**config.mk**
```make
export PLATFORM = sky130hd
export DESIGN_NAME = full_text_justify_layout_core
export DESIGN_NICKNAME = d
export VERILOG_FILES = /design/src/rtl/core/ftjl_pkg.sv /design/src/rtl/core/ftjl_ram.sv /design/src/rtl/core/ftjl_div.sv /design/src/rtl/core/ftjl_cmd_fifo.sv /design/src/rtl/core/ftjl_front.sv /design/src/rtl/core/ftjl_back.sv /design/src/rtl/core/full_text_justify_layout_core.sv
export VERILOG_INCLUDE_DIRS = /design/src /design/src/rtl/core
export SDC_FILE = /design/constraint.sdc
export NUM_CORES = 1
export LEC_CHECK = 0
export BUFFER_PORTS_ARGS = -buffer_cell sky130_fd_sc_hd__buf_2
export CORE_ASPECT_RATIO = 0.7
export CORE_UTILIZATION = 32
export CTS_BUF_LIST = sky130_fd_sc_hd__clkbuf_16
export DETAILED_ROUTE_END_ITERATION = 8
export HOLD_SLACK_MARGIN = 0.06
export PLACE_DENSITY_LB_ADDON = 0.3
export RECOVER_POWER = 100
export SYNTH_ARGS = -nofsm -noshare
export SYNTH_HDL_FRONTEND = slang
export SYNTH_SLANG_ARGS = --single-unit
```
**constraint.sdc**
```tcl
create_clock -name i_clk -period 6.2 [get_ports i_clk]
set_clock_uncertainty 0.2 [all_clocks]
set_input_delay 0.93 -clock i_clk [delete_from_list [all_inputs] [get_ports i_clk]]
set_output_delay 0.93 -clock i_clk [all_outputs]
set_load 0.01 [all_outputs]
```
**src/rtl/core/assert_macros.svh**
```systemverilog
// Assertion helpers shared by the RTL. Synthesis builds define SYNTH to drop them.
`ifndef ASSERT_MACROS_SVH
`define ASSERT_MACROS_SVH
`ifndef SYNTH
// Condition that must hold at every clock edge out of reset.
`define ASSERT_ALWAYS(lbl, clk, rst_n, cond, msg) \
    lbl: assert property (@(posedge clk) disable iff (!(rst_n)) (cond)) else $error(msg);
// Same-cycle implication.
`define ASSERT_IMPLIES(lbl, clk, rst_n, ante, cons, msg) \
    lbl: assert property (@(posedge clk) disable iff (!(rst_n)) (ante) |-> (cons)) \
        else $error(msg);
`else
`define ASSERT_ALWAYS(lbl, clk, rst_n, cond, msg)
`define ASSERT_IMPLIES(lbl, clk, rst_n, ante, cons, msg)
`endif
`endif

```
**src/rtl/core/ftjl_pkg.sv**
```systemverilog
package ftjl_pkg;

    localparam int LEN_W          = 7;
    localparam int SP_W           = 6;
    localparam int CNT_W          = 6;
    localparam int CMP_W          = LEN_W + 2;
    localparam int MAX_WIDTH_DEF  = 64;
    localparam int LINE_WIDTH_RST = 16;
    localparam int QUEUE_DEPTH    = 2;

    // One classified word, as handed from the front to the back.
    typedef struct packed {
        logic [LEN_W-1:0] len;
        logic [LEN_W-1:0] w;
        logic             pre_flush;
        logic [CNT_W-1:0] pre_n;
        logic [LEN_W-1:0] pre_sum;
        logic             too_long;
        logic             append;
        logic [CNT_W-1:0] wr_idx;
        logic             post_flush;
        logic [CNT_W-1:0] post_n;
        logic [LEN_W-1:0] post_sum;
    } t_cmd;

endpackage

```
**src/rtl/core/ftjl_ram.sv**
```systemverilog
module ftjl_ram #(
    parameter int WIDTH = 8,
    parameter int DEPTH = 32
) (
    input  logic                                   i_clk,
    input  logic                                   i_we,
    input  logic [(DEPTH > 1 ? $clog2(DEPTH) : 1)-1:0] i_waddr,
    input  logic [WIDTH-1:0]                       i_wdata,
    input  logic                                   i_re,
    input  logic [(DEPTH > 1 ? $clog2(DEPTH) : 1)-1:0] i_raddr,
    output logic [WIDTH-1:0]                       o_rdata
);

    logic [WIDTH-1:0] r_mem [DEPTH];
    logic [WIDTH-1:0] r_rdata;

    always_ff @(posedge i_clk) begin
        if (i_we) begin
            r_mem[i_waddr] <= i_wdata;
        end
        if (i_re) begin
            r_rdata <= r_mem[i_raddr];
        end
    end

    assign o_rdata = r_rdata;

endmodule

```
**src/rtl/core/ftjl_div.sv**
```systemverilog
module ftjl_div (
    input  logic                        i_clk,
    input  logic                        i_rst_n,
    input  logic                        i_start,
    input  logic [ftjl_pkg::LEN_W-1:0]  i_dividend,
    input  logic [ftjl_pkg::CNT_W-1:0]  i_divisor,
    output logic                        o_done,
    output logic [ftjl_pkg::LEN_W-1:0]  o_quot,
    output logic [ftjl_pkg::CNT_W-1:0]  o_rem
);

    localparam int LW     = ftjl_pkg::LEN_W;
    localparam int CW     = ftjl_pkg::CNT_W;
    localparam int STEP_W = $clog2(LW + 1);

    logic              r_busy;
    logic              r_done;
    logic [STEP_W-1:0] r_step;
    logic [LW-1:0]     r_quot;
    logic [CW-1:0]     r_rem;
    logic [CW-1:0]     r_divisor;
    logic [CW:0]       trial;
    logic [CW:0]       diff;
    logic              fits;

    // Restoring division, one quotient bit per cycle.
    assign trial = {r_rem, r_quot[LW-1]};
    assign fits  = trial >= {1'b0, r_divisor};
    assign diff  = trial - {1'b0, r_divisor};

    always_ff @(posedge i_clk) begin
        if (!i_rst_n) begin
            r_busy <= 1'b0;
            r_done <= 1'b0;
            r_step <= '0;
        end else begin
            r_done <= 1'b0;
            if (i_start) begin
                r_busy <= 1'b1;
                r_step <= STEP_W'(LW);
            end else if (r_busy) begin
                r_step <= r_step - STEP_W'(1);
                if (r_step == STEP_W'(1)) begin
                    r_busy <= 1'b0;
                    r_done <= 1'b1;
                end
            end
        end
    end

    always_ff @(posedge i_clk) begin
        if (i_start) begin
            r_quot    <= i_dividend;
            r_rem     <= '0;
            r_divisor <= i_divisor;
        end else if (r_busy) begin
            r_quot <= {r_quot[LW-2:0], fits};
            r_rem  <= fits ? diff[CW-1:0] : trial[CW-1:0];
        end
    end

    assign o_done = r_done;
    assign o_quot = r_quot;
    assign o_rem  = r_rem;

endmodule

```
**src/rtl/core/ftjl_cmd_fifo.sv**
```systemverilog
`include "assert_macros.svh"

module ftjl_cmd_fifo #(
    parameter int DEPTH = ftjl_pkg::QUEUE_DEPTH
) (
    input  logic           i_clk,
    input  logic           i_rst_n,
    input  logic           i_push,
    input  ftjl_pkg::t_cmd i_cmd,
    output logic           o_full,
    input  logic           i_pop,
    output logic           o_empty,
    output ftjl_pkg::t_cmd o_cmd
);

    localparam int PTR_W = (DEPTH > 1) ? $clog2(DEPTH) : 1;
    localparam int FILL_W = $clog2(DEPTH + 1);

    ftjl_pkg::t_cmd    r_mem [DEPTH];
    logic [PTR_W-1:0]  r_wr;
    logic [PTR_W-1:0]  r_rd;
    logic [FILL_W-1:0] r_fill;

    function automatic logic [PTR_W-1:0] bump(input logic [PTR_W-1:0] p);
        logic [PTR_W-1:0] nx;
        nx = (p == PTR_W'(DEPTH - 1)) ? '0 : p + PTR_W'(1);
        return nx;
    endfunction

    always_ff @(posedge i_clk) begin
        if (!i_rst_n) begin
            r_wr   <= '0;
            r_rd   <= '0;
            r_fill <= '0;
        end else begin
            if (i_push) begin
                r_wr <= bump(r_wr);
            end
            if (i_pop) begin
                r_rd <= bump(r_rd);
            end
            if (i_push && !i_pop) begin
                r_fill <= r_fill + FILL_W'(1);
            end else if (i_pop && !i_push) begin
                r_fill <= r_fill - FILL_W'(1);
            end
        end
    end

    always_ff @(posedge i_clk) begin
        if (i_push) begin
            r_mem[r_wr] <= i_cmd;
        end
    end

    assign o_full  = (r_fill == FILL_W'(DEPTH));
    assign o_empty = (r_fill == '0);
    assign o_cmd   = r_mem[r_rd];

    `ASSERT_ALWAYS(a_fill_bound, i_clk, i_rst_n, r_fill <= FILL_W'(DEPTH), "queue overfilled")
    `ASSERT_IMPLIES(a_pop_nonempty, i_clk, i_rst_n, i_pop, r_fill != '0, "pop from empty queue")

endmodule

```
**src/rtl/core/ftjl_front.sv**
```systemverilog
module ftjl_front #(
    parameter int MAX_WIDTH = ftjl_pkg::MAX_WIDTH_DEF
) (
    input  logic                       i_clk,
    input  logic                       i_rst_n,
    input  logic                       i_in_valid,
    output logic                       o_in_ready,
    input  logic [ftjl_pkg::LEN_W-1:0] i_word_length,
    input  logic                       i_final_word,
    input  logic [ftjl_pkg::LEN_W-1:0] i_line_width,
    output logic                       o_push,
    output ftjl_pkg::t_cmd             o_cmd,
    input  logic                       i_full
);

    localparam int LW         = ftjl_pkg::LEN_W;
    localparam int CW         = ftjl_pkg::CNT_W;
    localparam int XW         = ftjl_pkg::CMP_W;
    localparam int PEND_DEPTH = (MAX_WIDTH + 1) / 2;

    logic [CW-1:0] r_count;
    logic [LW-1:0] r_sum;
    logic [CW-1:0] n_count;
    logic [LW-1:0] n_sum;

    logic [LW-1:0] len_n;
    logic [LW-1:0] w_n;
    logic          pre;
    logic          tl;
    logic          app;
    logic          post;
    logic [CW-1:0] cnt1;
    logic [CW-1:0] cnt2;
    logic [LW-1:0] sum1;
    logic [LW-1:0] sum2;

    // The front tracks the line being filled and decides, per word, which
    // lines the back has to emit.
    always_comb begin
        len_n = (i_word_length == '0) ? LW'(1) : i_word_length;
        if (i_line_width == '0) begin
            w_n = LW'(1);
        end else if (i_line_width > LW'(MAX_WIDTH)) begin
            w_n = LW'(MAX_WIDTH);
        end else begin
            w_n = i_line_width;
        end
        pre  = (r_count != '0) &&
               ((XW'(r_sum) + XW'(r_count) + XW'(len_n)) > XW'(w_n));
        cnt1 = pre ? '0 : r_count;
        sum1 = pre ? '0 : r_sum;
        tl   = len_n > w_n;
        app  = !tl && (cnt1 < CW'(PEND_DEPTH));
        cnt2 = app ? cnt1 + CW'(1) : cnt1;
        sum2 = app ? sum1 + len_n : sum1;
        post = !tl && i_final_word && (cnt2 != '0);

        n_count = post ? '0 : cnt2;
        n_sum   = post ? '0 : sum2;

        o_cmd.len        = len_n;
        o_cmd.w          = w_n;
        o_cmd.pre_flush  = pre;
        o_cmd.pre_n      = r_count;
        o_cmd.pre_sum    = r_sum;
        o_cmd.too_long   = tl;
        o_cmd.append     = app;
        o_cmd.wr_idx     = cnt1;
        o_cmd.post_flush = post;
        o_cmd.post_n     = cnt2;
        o_cmd.post_sum   = sum2;
    end

    assign o_in_ready = !i_full;
    assign o_push     = i_in_valid && !i_full;

    always_ff @(posedge i_clk) begin
        if (!i_rst_n) begin
            r_count <= '0;
            r_sum   <= '0;
        end else if (o_push) begin
            r_count <= n_count;
            r_sum   <= n_sum;
        end
    end

endmodule

```
**src/rtl/core/ftjl_back.sv**
```systemverilog
`include "assert_macros.svh"

module ftjl_back #(
    parameter int MAX_WIDTH = ftjl_pkg::MAX_WIDTH_DEF
) (
    input  logic                       i_clk,
    input  logic                       i_rst_n,
    input  logic                       i_empty,
    input  ftjl_pkg::t_cmd             i_cmd,
    output logic                       o_pop,
    output logic                       o_out_valid,
    input  logic                       i_out_ready,
    output logic [ftjl_pkg::LEN_W-1:0] o_out_length,
    output logic [ftjl_pkg::SP_W-1:0]  o_spaces_after,
    output logic                       o_line_end,
    output logic                       o_too_long,
    output logic                       o_run_last
);

    localparam int LW         = ftjl_pkg::LEN_W;
    localparam int SW         = ftjl_pkg::SP_W;
    localparam int CW         = ftjl_pkg::CNT_W;
    localparam int PEND_DEPTH = (MAX_WIDTH + 1) / 2;
    localparam int ADDR_W     = (PEND_DEPTH > 1) ? $clog2(PEND_DEPTH) : 1;

    localparam logic [2:0] S_IDLE  = 3'd0;
    localparam logic [2:0] S_SETUP = 3'd1;
    localparam logic [2:0] S_DIV   = 3'd2;
    localparam logic [2:0] S_READ  = 3'd3;
    localparam logic [2:0] S_EMIT  = 3'd4;
    localparam logic [2:0] S_WORD  = 3'd5;

    logic [2:0]     r_state, n_state;
    ftjl_pkg::t_cmd r_cmd, n_cmd;
    logic [CW-1:0]  r_n, n_n;
    logic [LW-1:0]  r_sum, n_sum;
    logic           r_last, n_last;
    logic           r_post, n_post;
    logic [LW-1:0]  r_each, n_each;
    logic [CW-1:0]  r_rem, n_rem;
    logic [LW-1:0]  r_pad, n_pad;
    logic [CW-1:0]  r_idx, n_idx;

    logic           r_out_valid;
    logic [LW-1:0]  r_out_length;
    logic [SW-1:0]  r_out_spaces;
    logic           r_out_line_end;
    logic           r_out_too_long;
    logic           r_out_run_last;

    logic           load;
    logic [LW-1:0]  ld_len;
    logic [SW-1:0]  ld_sp;
    logic           ld_end;
    logic           ld_tl;
    logic           ld_rl;
    logic           out_free;

    logic [CW-1:0]  gaps;
    logic [LW:0]    total;
    logic [LW:0]    w_ext;
    logic           simple;
    logic           short_line;
    logic [LW-1:0]  pad_simple;
    logic           last_i;
    logic [LW-1:0]  sp_full;

    logic           div_start;
    logic           div_done;
    logic [LW-1:0]  div_quot;
    logic [CW-1:0]  div_rem;
    logic [LW-1:0]  ram_rdata;
    logic           ram_we;
    logic           ram_re;

    assign ram_we = (r_state == S_WORD) && !r_cmd.too_long && r_cmd.append;
    assign ram_re = (r_state == S_READ);

    ftjl_ram #(
        .WIDTH (LW),
        .DEPTH (PEND_DEPTH)
    ) u_words (
        .i_clk   (i_clk),
        .i_we    (ram_we),
        .i_waddr (r_cmd.wr_idx[ADDR_W-1:0]),
        .i_wdata (r_cmd.len),
        .i_re    (ram_re),
        .i_raddr (r_idx[ADDR_W-1:0]),
        .o_rdata (ram_rdata)
    );

    ftjl_div u_div (
        .i_clk      (i_clk),
        .i_rst_n    (i_rst_n),
        .i_start    (div_start),
        .i_dividend (r_cmd.w - r_sum),
        .i_divisor  (gaps),
        .o_done     (div_done),
        .o_quot     (div_quot),
        .o_rem      (div_rem)
    );

    always_comb begin
        gaps       = r_n - CW'(1);
        total      = {1'b0, r_sum} + (LW + 1)'(gaps);
        w_ext      = {1'b0, r_cmd.w};
        simple     = (r_n == CW'(1)) || r_last;
        short_line = w_ext < total;
        pad_simple = (w_ext > total) ? LW'(w_ext - total) : '0;
        last_i     = (r_idx == gaps);
        sp_full    = last_i ? r_pad : r_each + LW'(r_idx < r_rem);
        out_free   = !r_out_valid || i_out_ready;
    end

    always_comb begin
        n_state   = r_state;
        n_cmd     = r_cmd;
        n_n       = r_n;
        n_sum     = r_sum;
        n_last    = r_last;
        n_post    = r_post;
        n_each    = r_each;
        n_rem     = r_rem;
        n_pad     = r_pad;
        n_idx     = r_idx;
        load      = 1'b0;
        ld_len    = r_cmd.len;
        ld_sp     = '0;
        ld_end    = 1'b1;
        ld_tl     = 1'b1;
        ld_rl     = 1'b1;
        o_pop     = 1'b0;
        div_start = 1'b0;
        case (r_state)
            S_IDLE: begin
                if (!i_empty) begin
                    o_pop = 1'b1;
                    n_cmd = i_cmd;
                    if (i_cmd.pre_flush) begin
                        n_n     = i_cmd.pre_n;
                        n_sum   = i_cmd.pre_sum;
                        n_last  = 1'b0;
                        n_post  = 1'b0;
                        n_state = S_SETUP;
                    end else begin
                        n_state = S_WORD;
                    end
                end
            end
            S_SETUP: begin
                n_idx  = '0;
                n_each = LW'(1);
                n_rem  = '0;
                n_pad  = '0;
                if (simple) begin
                    n_pad   = pad_simple;
                    n_state = S_READ;
                end else if (short_line) begin
                    n_state = S_READ;
                end else begin
                    div_start = 1'b1;
                    n_state   = S_DIV;
                end
            end
            S_DIV: begin
                if (div_done) begin
                    n_each  = div_quot;
                    n_rem   = div_rem;
                    n_state = S_READ;
                end
            end
            S_READ: begin
                n_state = S_EMIT;
            end
            S_EMIT: begin
                if (out_free) begin
                    load   = 1'b1;
                    ld_len = ram_rdata;
                    ld_sp  = sp_full[SW-1:0];
                    ld_end = last_i;
                    ld_tl  = 1'b0;
                    ld_rl  = last_i &&
                             (r_post || (!r_cmd.too_long && !r_cmd.post_flush));
                    if (last_i) begin
                        n_state = r_post ? S_IDLE : S_WORD;
                    end else begin
                        n_idx   = r_idx + CW'(1);
                        n_state = S_READ;
                    end
                end
            end
            S_WORD: begin
                if (r_cmd.too_long) begin
                    if (out_free) begin
                        load    = 1'b1;
                        n_state = S_IDLE;
                    end
                end else if (r_cmd.post_flush) begin
                    n_n     = r_cmd.post_n;
                    n_sum   = r_cmd.post_sum;
                    n_last  = 1'b1;
                    n_post  = 1'b1;
                    n_state = S_SETUP;
                end else begin
                    n_state = S_IDLE;
                end
            end
            default: begin
                n_state = S_IDLE;
            end
        endcase
    end

    always_ff @(posedge i_clk) begin
        if (!i_rst_n) begin
            r_state     <= S_IDLE;
            r_out_valid <= 1'b0;
        end else begin
            r_state <= n_state;
            if (load) begin
                r_out_valid <= 1'b1;
            end else if (i_out_ready) begin
                r_out_valid <= 1'b0;
            end
        end
    end

    always_ff @(posedge i_clk) begin
        r_cmd  <= n_cmd;
        r_n    <= n_n;
        r_sum  <= n_sum;
        r_last <= n_last;
        r_post <= n_post;
        r_each <= n_each;
        r_rem  <= n_rem;
        r_pad  <= n_pad;
        r_idx  <= n_idx;
        if (load) begin
            r_out_length   <= ld_len;
            r_out_spaces   <= ld_sp;
            r_out_line_end <= ld_end;
            r_out_too_long <= ld_tl;
            r_out_run_last <= ld_rl;
        end
    end

    assign o_out_valid    = r_out_valid;
    assign o_out_length   = r_out_length;
    assign o_spaces_after = r_out_spaces;
    assign o_line_end     = r_out_line_end;
    assign o_too_long     = r_out_too_long;
    assign o_run_last     = r_out_run_last;

    `ASSERT_IMPLIES(a_emit_in_line, i_clk, i_rst_n, r_state == S_EMIT, r_idx < r_n, "word index past end of line")
    `ASSERT_IMPLIES(a_div_rem, i_clk, i_rst_n, div_done, div_rem < gaps, "gap remainder not below gap count")
    `ASSERT_IMPLIES(a_long_alone, i_clk, i_rst_n, r_out_valid && r_out_too_long, r_out_line_end && (r_out_spaces == '0) && r_out_run_last, "oversize word not alone on its line")

endmodule

```
**src/rtl/core/full_text_justify_layout_core.sv**
```systemverilog
// Full-justification line layout. Each input transaction carries one word
// length and a final-word mark; each output transaction carries one placed
// word: its length, the blank columns after it, a line-end mark, an oversize
// mark, and a mark on the last result caused by the input transaction.
// Words are packed greedily into lines of the configured width. A line is
// emitted when the next word does not fit, or at the final word (then left
// justified with single gaps). A word wider than the line stands alone.
// The line width is written through the configuration channel; the user must
// write it only while the block is idle, and the block itself leaves this
// unenforced. The channel is always ready; the width resets to 16 columns.
// The front classifies words into a two-entry command queue; the back emits.
// A word that only joins a line occupies the back in its idle and word
// states, and the front keeps taking words while the queue has room. A line
// is emitted from a setup state, then a read and an emit state per word; the
// iterative gap divider runs after setup whenever a line of two or more words
// is spread to the full width.
// Results leave through one output register; while the receiver stalls the
// back holds, the queue fills, and then input ready drops. Nothing is lost.
// Reset is synchronous and active low; it empties the line and the queue.
module full_text_justify_layout_core #(
    parameter int MAX_WIDTH = ftjl_pkg::MAX_WIDTH_DEF
) (
    input  logic                       i_clk,
    input  logic                       i_rst_n,
    input  logic                       i_in_valid,
    output logic                       o_in_ready,
    input  logic [ftjl_pkg::LEN_W-1:0] i_word_length,
    input  logic                       i_final_word,
    output logic                       o_out_valid,
    input  logic                       i_out_ready,
    output logic [ftjl_pkg::LEN_W-1:0] o_out_length,
    output logic [ftjl_pkg::SP_W-1:0]  o_spaces_after,
    output logic                       o_line_end,
    output logic                       o_too_long,
    output logic                       o_run_last,
    input  logic                       i_cfg_valid,
    output logic                       o_cfg_ready,
    input  logic [ftjl_pkg::LEN_W-1:0] i_cfg_data
);

    // Configured line width; clamping to the legal range happens in the front.
    logic [ftjl_pkg::LEN_W-1:0] r_line_width;

    ftjl_pkg::t_cmd push_cmd;
    ftjl_pkg::t_cmd pop_cmd;
    logic           push;
    logic           pop;
    logic           full;
    logic           empty;

    assign o_cfg_ready = 1'b1;

    always_ff @(posedge i_clk) begin
        if (!i_rst_n) begin
            r_line_width <= ftjl_pkg::LEN_W'(ftjl_pkg::LINE_WIDTH_RST);
        end else if (i_cfg_valid) begin
            r_line_width <= i_cfg_data;
        end
    end

    // Front: normalizes the word, tracks the line fill, and decides which
    // lines must be emitted for this word.
    ftjl_front #(
        .MAX_WIDTH (MAX_WIDTH)
    ) u_front (
        .i_clk         (i_clk),
        .i_rst_n       (i_rst_n),
        .i_in_valid    (i_in_valid),
        .o_in_ready    (o_in_ready),
        .i_word_length (i_word_length),
        .i_final_word  (i_final_word),
        .i_line_width  (r_line_width),
        .o_push        (push),
        .o_cmd         (push_cmd),
        .i_full        (full)
    );

    // Command queue lets the front keep taking words while a line drains.
    ftjl_cmd_fifo #(
        .DEPTH (ftjl_pkg::QUEUE_DEPTH)
    ) u_queue (
        .i_clk   (i_clk),
        .i_rst_n (i_rst_n),
        .i_push  (push),
        .i_cmd   (push_cmd),
        .o_full  (full),
        .i_pop   (pop),
        .o_empty (empty),
        .o_cmd   (pop_cmd)
    );

    // Back: stores buffered words, spreads the blanks and emits the results.
    ftjl_back #(
        .MAX_WIDTH (MAX_WIDTH)
    ) u_back (
        .i_clk          (i_clk),
        .i_rst_n        (i_rst_n),
        .i_empty        (empty),
        .i_cmd          (pop_cmd),
        .o_pop          (pop),
        .o_out_valid    (o_out_valid),
        .i_out_ready    (i_out_ready),
        .o_out_length   (o_out_length),
        .o_spaces_after (o_spaces_after),
        .o_line_end     (o_line_end),
        .o_too_long     (o_too_long),
        .o_run_last     (o_run_last)
    );

endmodule

```
## After elaboration in Yosys (flattened, before gate mapping)

Memory sizes are Yosys's and may differ from the RTL's. A register that Yosys moved wholly into a read port is not among the register bits.
Cells that the tools add are included.
Widths: inputs -> output; s select.

| word-level totals | value |
|---|---|
| ROM bits | 0 |
| bits of input ports | 20 |
| output and inout bits | 19 |
| word-level logic and storage cells | 197 |
| flip-flop bits (word level) | 141 |
| memories kept | 2 |
| bits in latches | 0 |
| bits in writable memories | 324 |

Memories:

| name | words | bits a word | read ports | clocked after Yosys merged registers in | write ports | RTL line | RTL |
|---|---|---|---|---|---|---|---|
| u_back.u_words.r_mem | 32 | 7 | 1 | 1 | 1 | ftjl_ram.sv:14 | `logic [WIDTH-1:0] r_mem [DEPTH];` |
| u_queue.r_mem | 2 | 50 | 1 | 1 | 1 | ftjl_cmd_fifo.sv:19 | `ftjl_pkg::t_cmd r_mem [DEPTH];` |

| operators by class | value |
|---|---|
| shifts and indexed selects | 0 |
| divide/modulo/power cells | 0 |
| bitwise gates (word level) | 3 |
| reduce and logical (&&, ||, !) cells | 41 |
| equal/unequal tests | 17 |
| multiplexer cells | 76 |
| $add $sub $neg | 16 |
| multiply operators | 0 |
| order comparisons | 8 |

Operators by type and width:

| kind | count |
|---|---|
| $mux 7 | 14 |
| $mux 6 | 13 |
| $pmux 6 s2 | 4 |
| $mux 3 | 11 |
| $mux 1 | 28 |
| $pmux 3 s6 | 1 |
| $add 7x6->8 | 2 |
| $logic_not 7->1 | 2 |
| $pmux 7 s2 | 1 |
| $add 6x1->6 const B | 2 |
| $reduce_bool 2->1 | 6 |
| $reduce_bool 6->1 | 2 |
| $sub 6x6->6 | 2 |
| $logic_and 1x1->1 | 11 |
| $add 9x7->9 | 1 |
| $gt 9x7->1 | 1 |
| $gt 7x8->1 | 1 |
| $lt 7x8->1 | 1 |
| $ne 2x2->1 const B | 4 |
| $reduce_and 2->1 | 4 |
| $add 7x7->7 | 1 |
| $ge 7x6->1 | 1 |
| $gt 7x7->1 | 1 |
| $gt 7x7->1 const B | 1 |
| 28 further kinds | 46 |

## Longest topological paths before layout

| depth | value |
|---|---|
| depth after elaboration | 12 |
| depth in mapped cells | 27 |

## Modules after synthesis

Synthesis repeated with hierarchy kept, for this count alone.

| second synthesis, totals | value |
|---|---|
| cell total of the unflattened synthesis | 1328 |
| area, all modules | 21061.4 um^2 |

Modules (own cells, without submodules):

| module | cells an instance | sequential area each (um^2) | instances | area each (um^2) |
|---|---|---|---|---|
| ftjl_ram | 370 | 6936.7 | 1 | 8903.5 |
| ftjl_back | 374 | 2752.6 | 1 | 4752.1 |
| ftjl_cmd_fifo | 178 | 3103.0 | 1 | 3814.9 |
| ftjl_front | 263 | 260.2 | 1 | 2023.2 |
| ftjl_div | 119 | 610.6 | 1 | 1293.7 |
| full_text_justify_layout_core | 24 | 140.1 | 1 | 274.0 |

## Least setup slack after synthesis

Ideal clock, no wire load.

| timing path | value |
|---|---|
| path kind | in2reg |
| start | in i_word_length[2] in the netlist's numbering |
| end | reg u_front.r_sum[6] |
| path buffers | 0 |
| slack | 0.375 ns |
| stages | 27 |
| data arrival time | 5.565 ns |
| required time | 5.940 ns |
| cell sequence | nor2_1 -> a31o_2 -> ha_1 -> fa_1 -> a21oi_1 -> inv_1 -> a21oi_1 -> o21bai_1 -> a21oi_1 -> xnor2_1 -> ha_1 -> nand4b_1 -> a2bb2oi_1 -> o21ai_0 -> o211ai_4 -> nand2_1 -> and2_1 -> ha_1 -> fa_1 -> a211oi_1 -> nor2_1 -> mux2i_1 -> a21oi_1 -> a21boi_0 -> o22ai_1 -> a31oi_1 -> a22o_1 |

RTL lines:

| item | RTL line | RTL |
|---|---|---|
| start: declaration | full_text_justify_layout_core.sv:27 | `input logic [ftjl_pkg::LEN_W-1:0] i_word_length,` |
| end signal: assignment | ftjl_front.sv:83 | `r_sum <= n_sum;` |
| end: declaration | ftjl_front.sv:22 | `logic [LW-1:0] r_sum;` |

==> metrics.md <==
| Metric | Value |
|---|---|
| Slew Viols, Final | `approximately 330` |
| Leakage power total | `a little over 8 nW` |
| Area share of the largest cell type after synthesis | `0.622` |
| Pin count of the biggest net entering global routing | `60` |
| Core ar. | `63700 um2` |
| Commonest non-fill, non-tap cell in the layout | `edfxtp_1` |
| Max transition margin | `-1.71` |
| Top post-synthesis cells by area | `edfxtp_1, mux4_2, ha_1, dfxtp_1, mux2_2` |
| Switching Fraction | `0.330` |
| Final cell count without fillers | `2298` |
| Die X | `about 300 um` |
| Post-cts sizing count | `0` |
| Global-route wire length before repair | `approximately 71 mm` |
| Reg clk slew, reported paths | `0.06 ns` |
| Clk Latency, worst-skew pair | `0.56 ns` |
| Achievable frequency | `between 150 and 200 MHz` |
| Post-synthesis register bit count | `roughly 470` |
| Failing checks | `max-capacitance violations, max-slew violations` |
| Initial antenna violation count | `3` |
| Commonest cells after routing, fill and taps aside | `edfxtp_1, nor2_1, inv_1` |
| Synth area leader | `edfxtp_1` |
| Flop pwr share | `0.424` |
| Syn avg cell area | `around 16 um2` |
| Post-synthesis sequential area ratio | `0.661` |
| CP max FO | `7` |
| Comb pwr share | `0.323` |
| Post-synthesis instance area | `between 20000 and 25000 um2` |
| Via Count | `about 11000` |
| Fraction of layout cells with a size suffix above 1 | `0.157` |
| Num rows | `77` |
| Final worst path period need | `roughly 5.8 ns` |
| Clock power frac | `0.252` |
| Status | `complete, but fails checks` |
| Iter 0 DRT Violations | `1033` |
| Synth Instances | `1330` |
| Fin Setup TNS | `0 ns` |
| Startpoint types | `flip-flop` |
| Post-DR vias/cell | `4.91` |
| RD Place Congestion | `roughly 0.8` |
| Switch Pwr | `~3.6 mW` |
| Worst-case clock buffer depth | `3` |
| Post-Syn Nets | `roughly 1400` |
| Fill count | `slightly below 6000` |
| Fin crit share | `0.942` |
| Crit Path Category | `reg2reg` |
| Die height | `roughly 220 um` |
| Max-cap violation count | `10` |
| PwrDens | `about 470 nW/um2` |
| Detailed-route DRC error count | `0` |
| Hold Buf Count CTS | `0` |
| Die area | `66000 um2` |
| DR WL/cell | `approximately 20 um` |
| Vias in the first global route | `roughly 11000` |
| Yosys cell types | `between 60 and 70` |
| Final core utilization | `0.369` |
| I/O Buffers | `37` |
| Hold WC Path Type | `reg2reg` |
| CTS Buf Count | `47` |
| Drt total wl | `roughly 46 mm` |
| Root Driver | `clkbuf_16` |
| Setup bufs post-CTS | `0` |
| CP Capture Type | `flip-flop` |
| Hold Fails Final Rpt | `0` |
| Grt total ovfl | `0` |
| Ys async rst share | `0` |
| Final HPWL DP | `between 30 and 40 mm` |
| Setup violations, final | `0` |
| Post-DRT Antenna Nets | `0` |
| Least-Margin Pin Slew | `between 4 and 5 ns` |
| Int Power | `between 7 and 8 mW` |
| Worst EP arrival | `slightly above 6 ns` |
| Post-synth top flop | `edfxtp_1` |
| Clock tree from TritonCTS | `built` |
| P&R area growth vs syn | `13.0%` |
| Post-synth EDFFs | `between 400 and 500` |
| Sink Count | `about 470` |
| Maximum vdd drop | `0.242 mV` |
| Initial core utilization | `0.327` |
| Final net count | `between 1000 and 1500` |
| Placed Instances | `between 2000 and 2500` |
| TritonRoute pass-1 iters | `7` |
| H-tree levels | `2` |
| Tot GR Track Use | `0.141` |
| Warning count from the yosys run | `0` |
| Antenna Cells | `0` |
| Critical Path RT | `roughly 6.5 ns` |
| I/O pin count | `39` |
[metrics by stage]
stage | setup WS [ns] | hold WS, ns | total power, mW | area [um2]
2_1_floorplan | 0.375 | 0.250 | 7.02 | 20800
3_3_place_gp | 0.0689 | 0.285 | 8.12 | 22100
3_5_place_dp | -0.313 | 0.297 | 8.19 | 22100
4_1_cts | 0.0577 | 0.311 | 11.0 | 23600
5_1_grt | -0.0494 | 0.334 | 11.5 | 23500
6_report | 0.361 | 0.312 | 10.9 | 23500
[worst max-delay path, cell delays in order (launching register included)]
cell	delay, ns
dfxtp_1	0.55
fa_2	0.54
fa_1	0.46
a21oi_2	0.17
inv_1	0.07
a21oi_2	0.18
o21bai_1	0.09
a21oi_1	0.18
xnor2_1	0.15
ha_1	0.29
nand4b_1	0.11
a2bb2oi_1	0.20
o21ai_2	0.12
o211ai_4	0.09
nand2_1	0.16
and2_1	0.20
ha_1	0.22
fa_1	0.46
a211oi_2	0.23
nor2_1	0.10
mux2i_1	0.15
a21oi_2	0.18
a21boi_0	0.20
o22ai_1	0.10
a31oi_1	0.23
a22o_1	0.16
[power groups by stage]
stage / clock [mW] / sequential [mW] / combinational, mW
2_1_floorplan: 0 / 4.54 / 2.48
3_3_place_gp: 0 / 4.68 / 3.44
3_5_place_dp: 0 / 4.70 / 3.48
4_1_cts: 2.83 / 4.64 / 3.51
5_1_grt: 2.94 / 4.70 / 3.91
6_report: 2.76 / 4.64 / 3.54
[logic make-up after synthesis]
kind of cell,share of synthesized area
other,0.000180
buffers and inverters,0.0215
XOR/XNOR,0.0232
flip-flops,0.661
AND/OR/NAND/NOR,0.0646
AO/OA/AOI/OAI,0.0582
multiplexers,0.121
adder cells (fa/ha/maj),0.0501
[per-layer routing]
layer / share of wire / up-vias / global-route usage / routed length (um)
met2: 0.40 / 324 / 0.187 / 18300
li1: - / 5200 / - / -
met4: 0.016 / 0 / 0.0290 / 725
met1: 0.52 / 5692 / 0.228 / 24100
met5: 0 / - / 0 / 0
met3: 0.071 / 62 / 0.0337 / 3300
[cell type report]
| type | instances | area [um2] | share of cell area |
|---|---|---|---|
| Multi-Input combinational cell | 742 | 6640 | 0.282 |
| Inverter | 59 | 221 | 0.00942 |
| Tap cell | 869 | 1090 | 0.0463 |
| Timing Repair Buffer | 71 | 323 | 0.0137 |
| Sequential cell | 471 | 13700 | 0.585 |
| Clock inverter | 38 | 290 | 0.0123 |
| Clock buffer | 48 | 1200 | 0.0511 |
[cell usage after synthesis, types with 3 or more instances]
cell type  count
edfxtp_1     431
nor2_1       117
ha_1          72
mux4_2        70
inv_1         58
mux2_2        55
a21oi_1       48
clkbuf_1      43
nand2_1       41
dfxtp_1       40
mux2i_1       33
xnor2_1       33
o21ai_0       25
nor2b_1       22
xor2_1        22
a21o_1        19
and2_1        18
and3_1        15
nand3_1       15
nand2b_1      14
nor3_1        12
buf_1         11
a211oi_1       9
a22o_1         7
a22oi_1        7
fa_1           7
a21boi_0       6
a31oi_1        6
nand3b_1       6
o21bai_1       6
o21a_1         5
nand4_1        4
or2_2          4
a221oi_1       3
buf_2          3
o211ai_1       3
[flip-flops by register name, summed over array words and instances, names as in the netlist, 3 cells and up, named ones only]
signal                  cells
r_line_width                7
u_back.o_out_length         7
u_back.o_spaces_after       6
u_back.r_cmd               35
u_back.r_each               6
u_back.r_idx                6
u_back.r_n                  6
u_back.r_pad                6
u_back.r_rem                6
u_back.r_state              3
u_back.r_sum                7
u_back.u_div.o_quot         7
u_back.u_div.o_rem          6
u_back.u_div.r_divisor      6
u_back.u_div.r_step         3
u_back.u_words.o_rdata      7
u_back.u_words.r_mem      224
u_front.r_count             6
u_front.r_sum               7
u_queue.r_mem              98
[final timing paths]
kind	start	to	slack, ns	cells past startpoint
setup / recovery	u_front.r_sum[1]	u_front.r_sum[6]	0.36	25
hold / removal	u_back.u_div.o_rem[5]	u_back.u_div.o_rem[5]	0.31	2
setup reg to reg	u_front.r_sum[1]	u_front.r_sum[6]	0.36	25
hold reg to reg	u_back.u_div.o_rem[5]	u_back.u_div.o_rem[5]	0.31	2
Note: power is estimated with default switching activity, not from simulation.
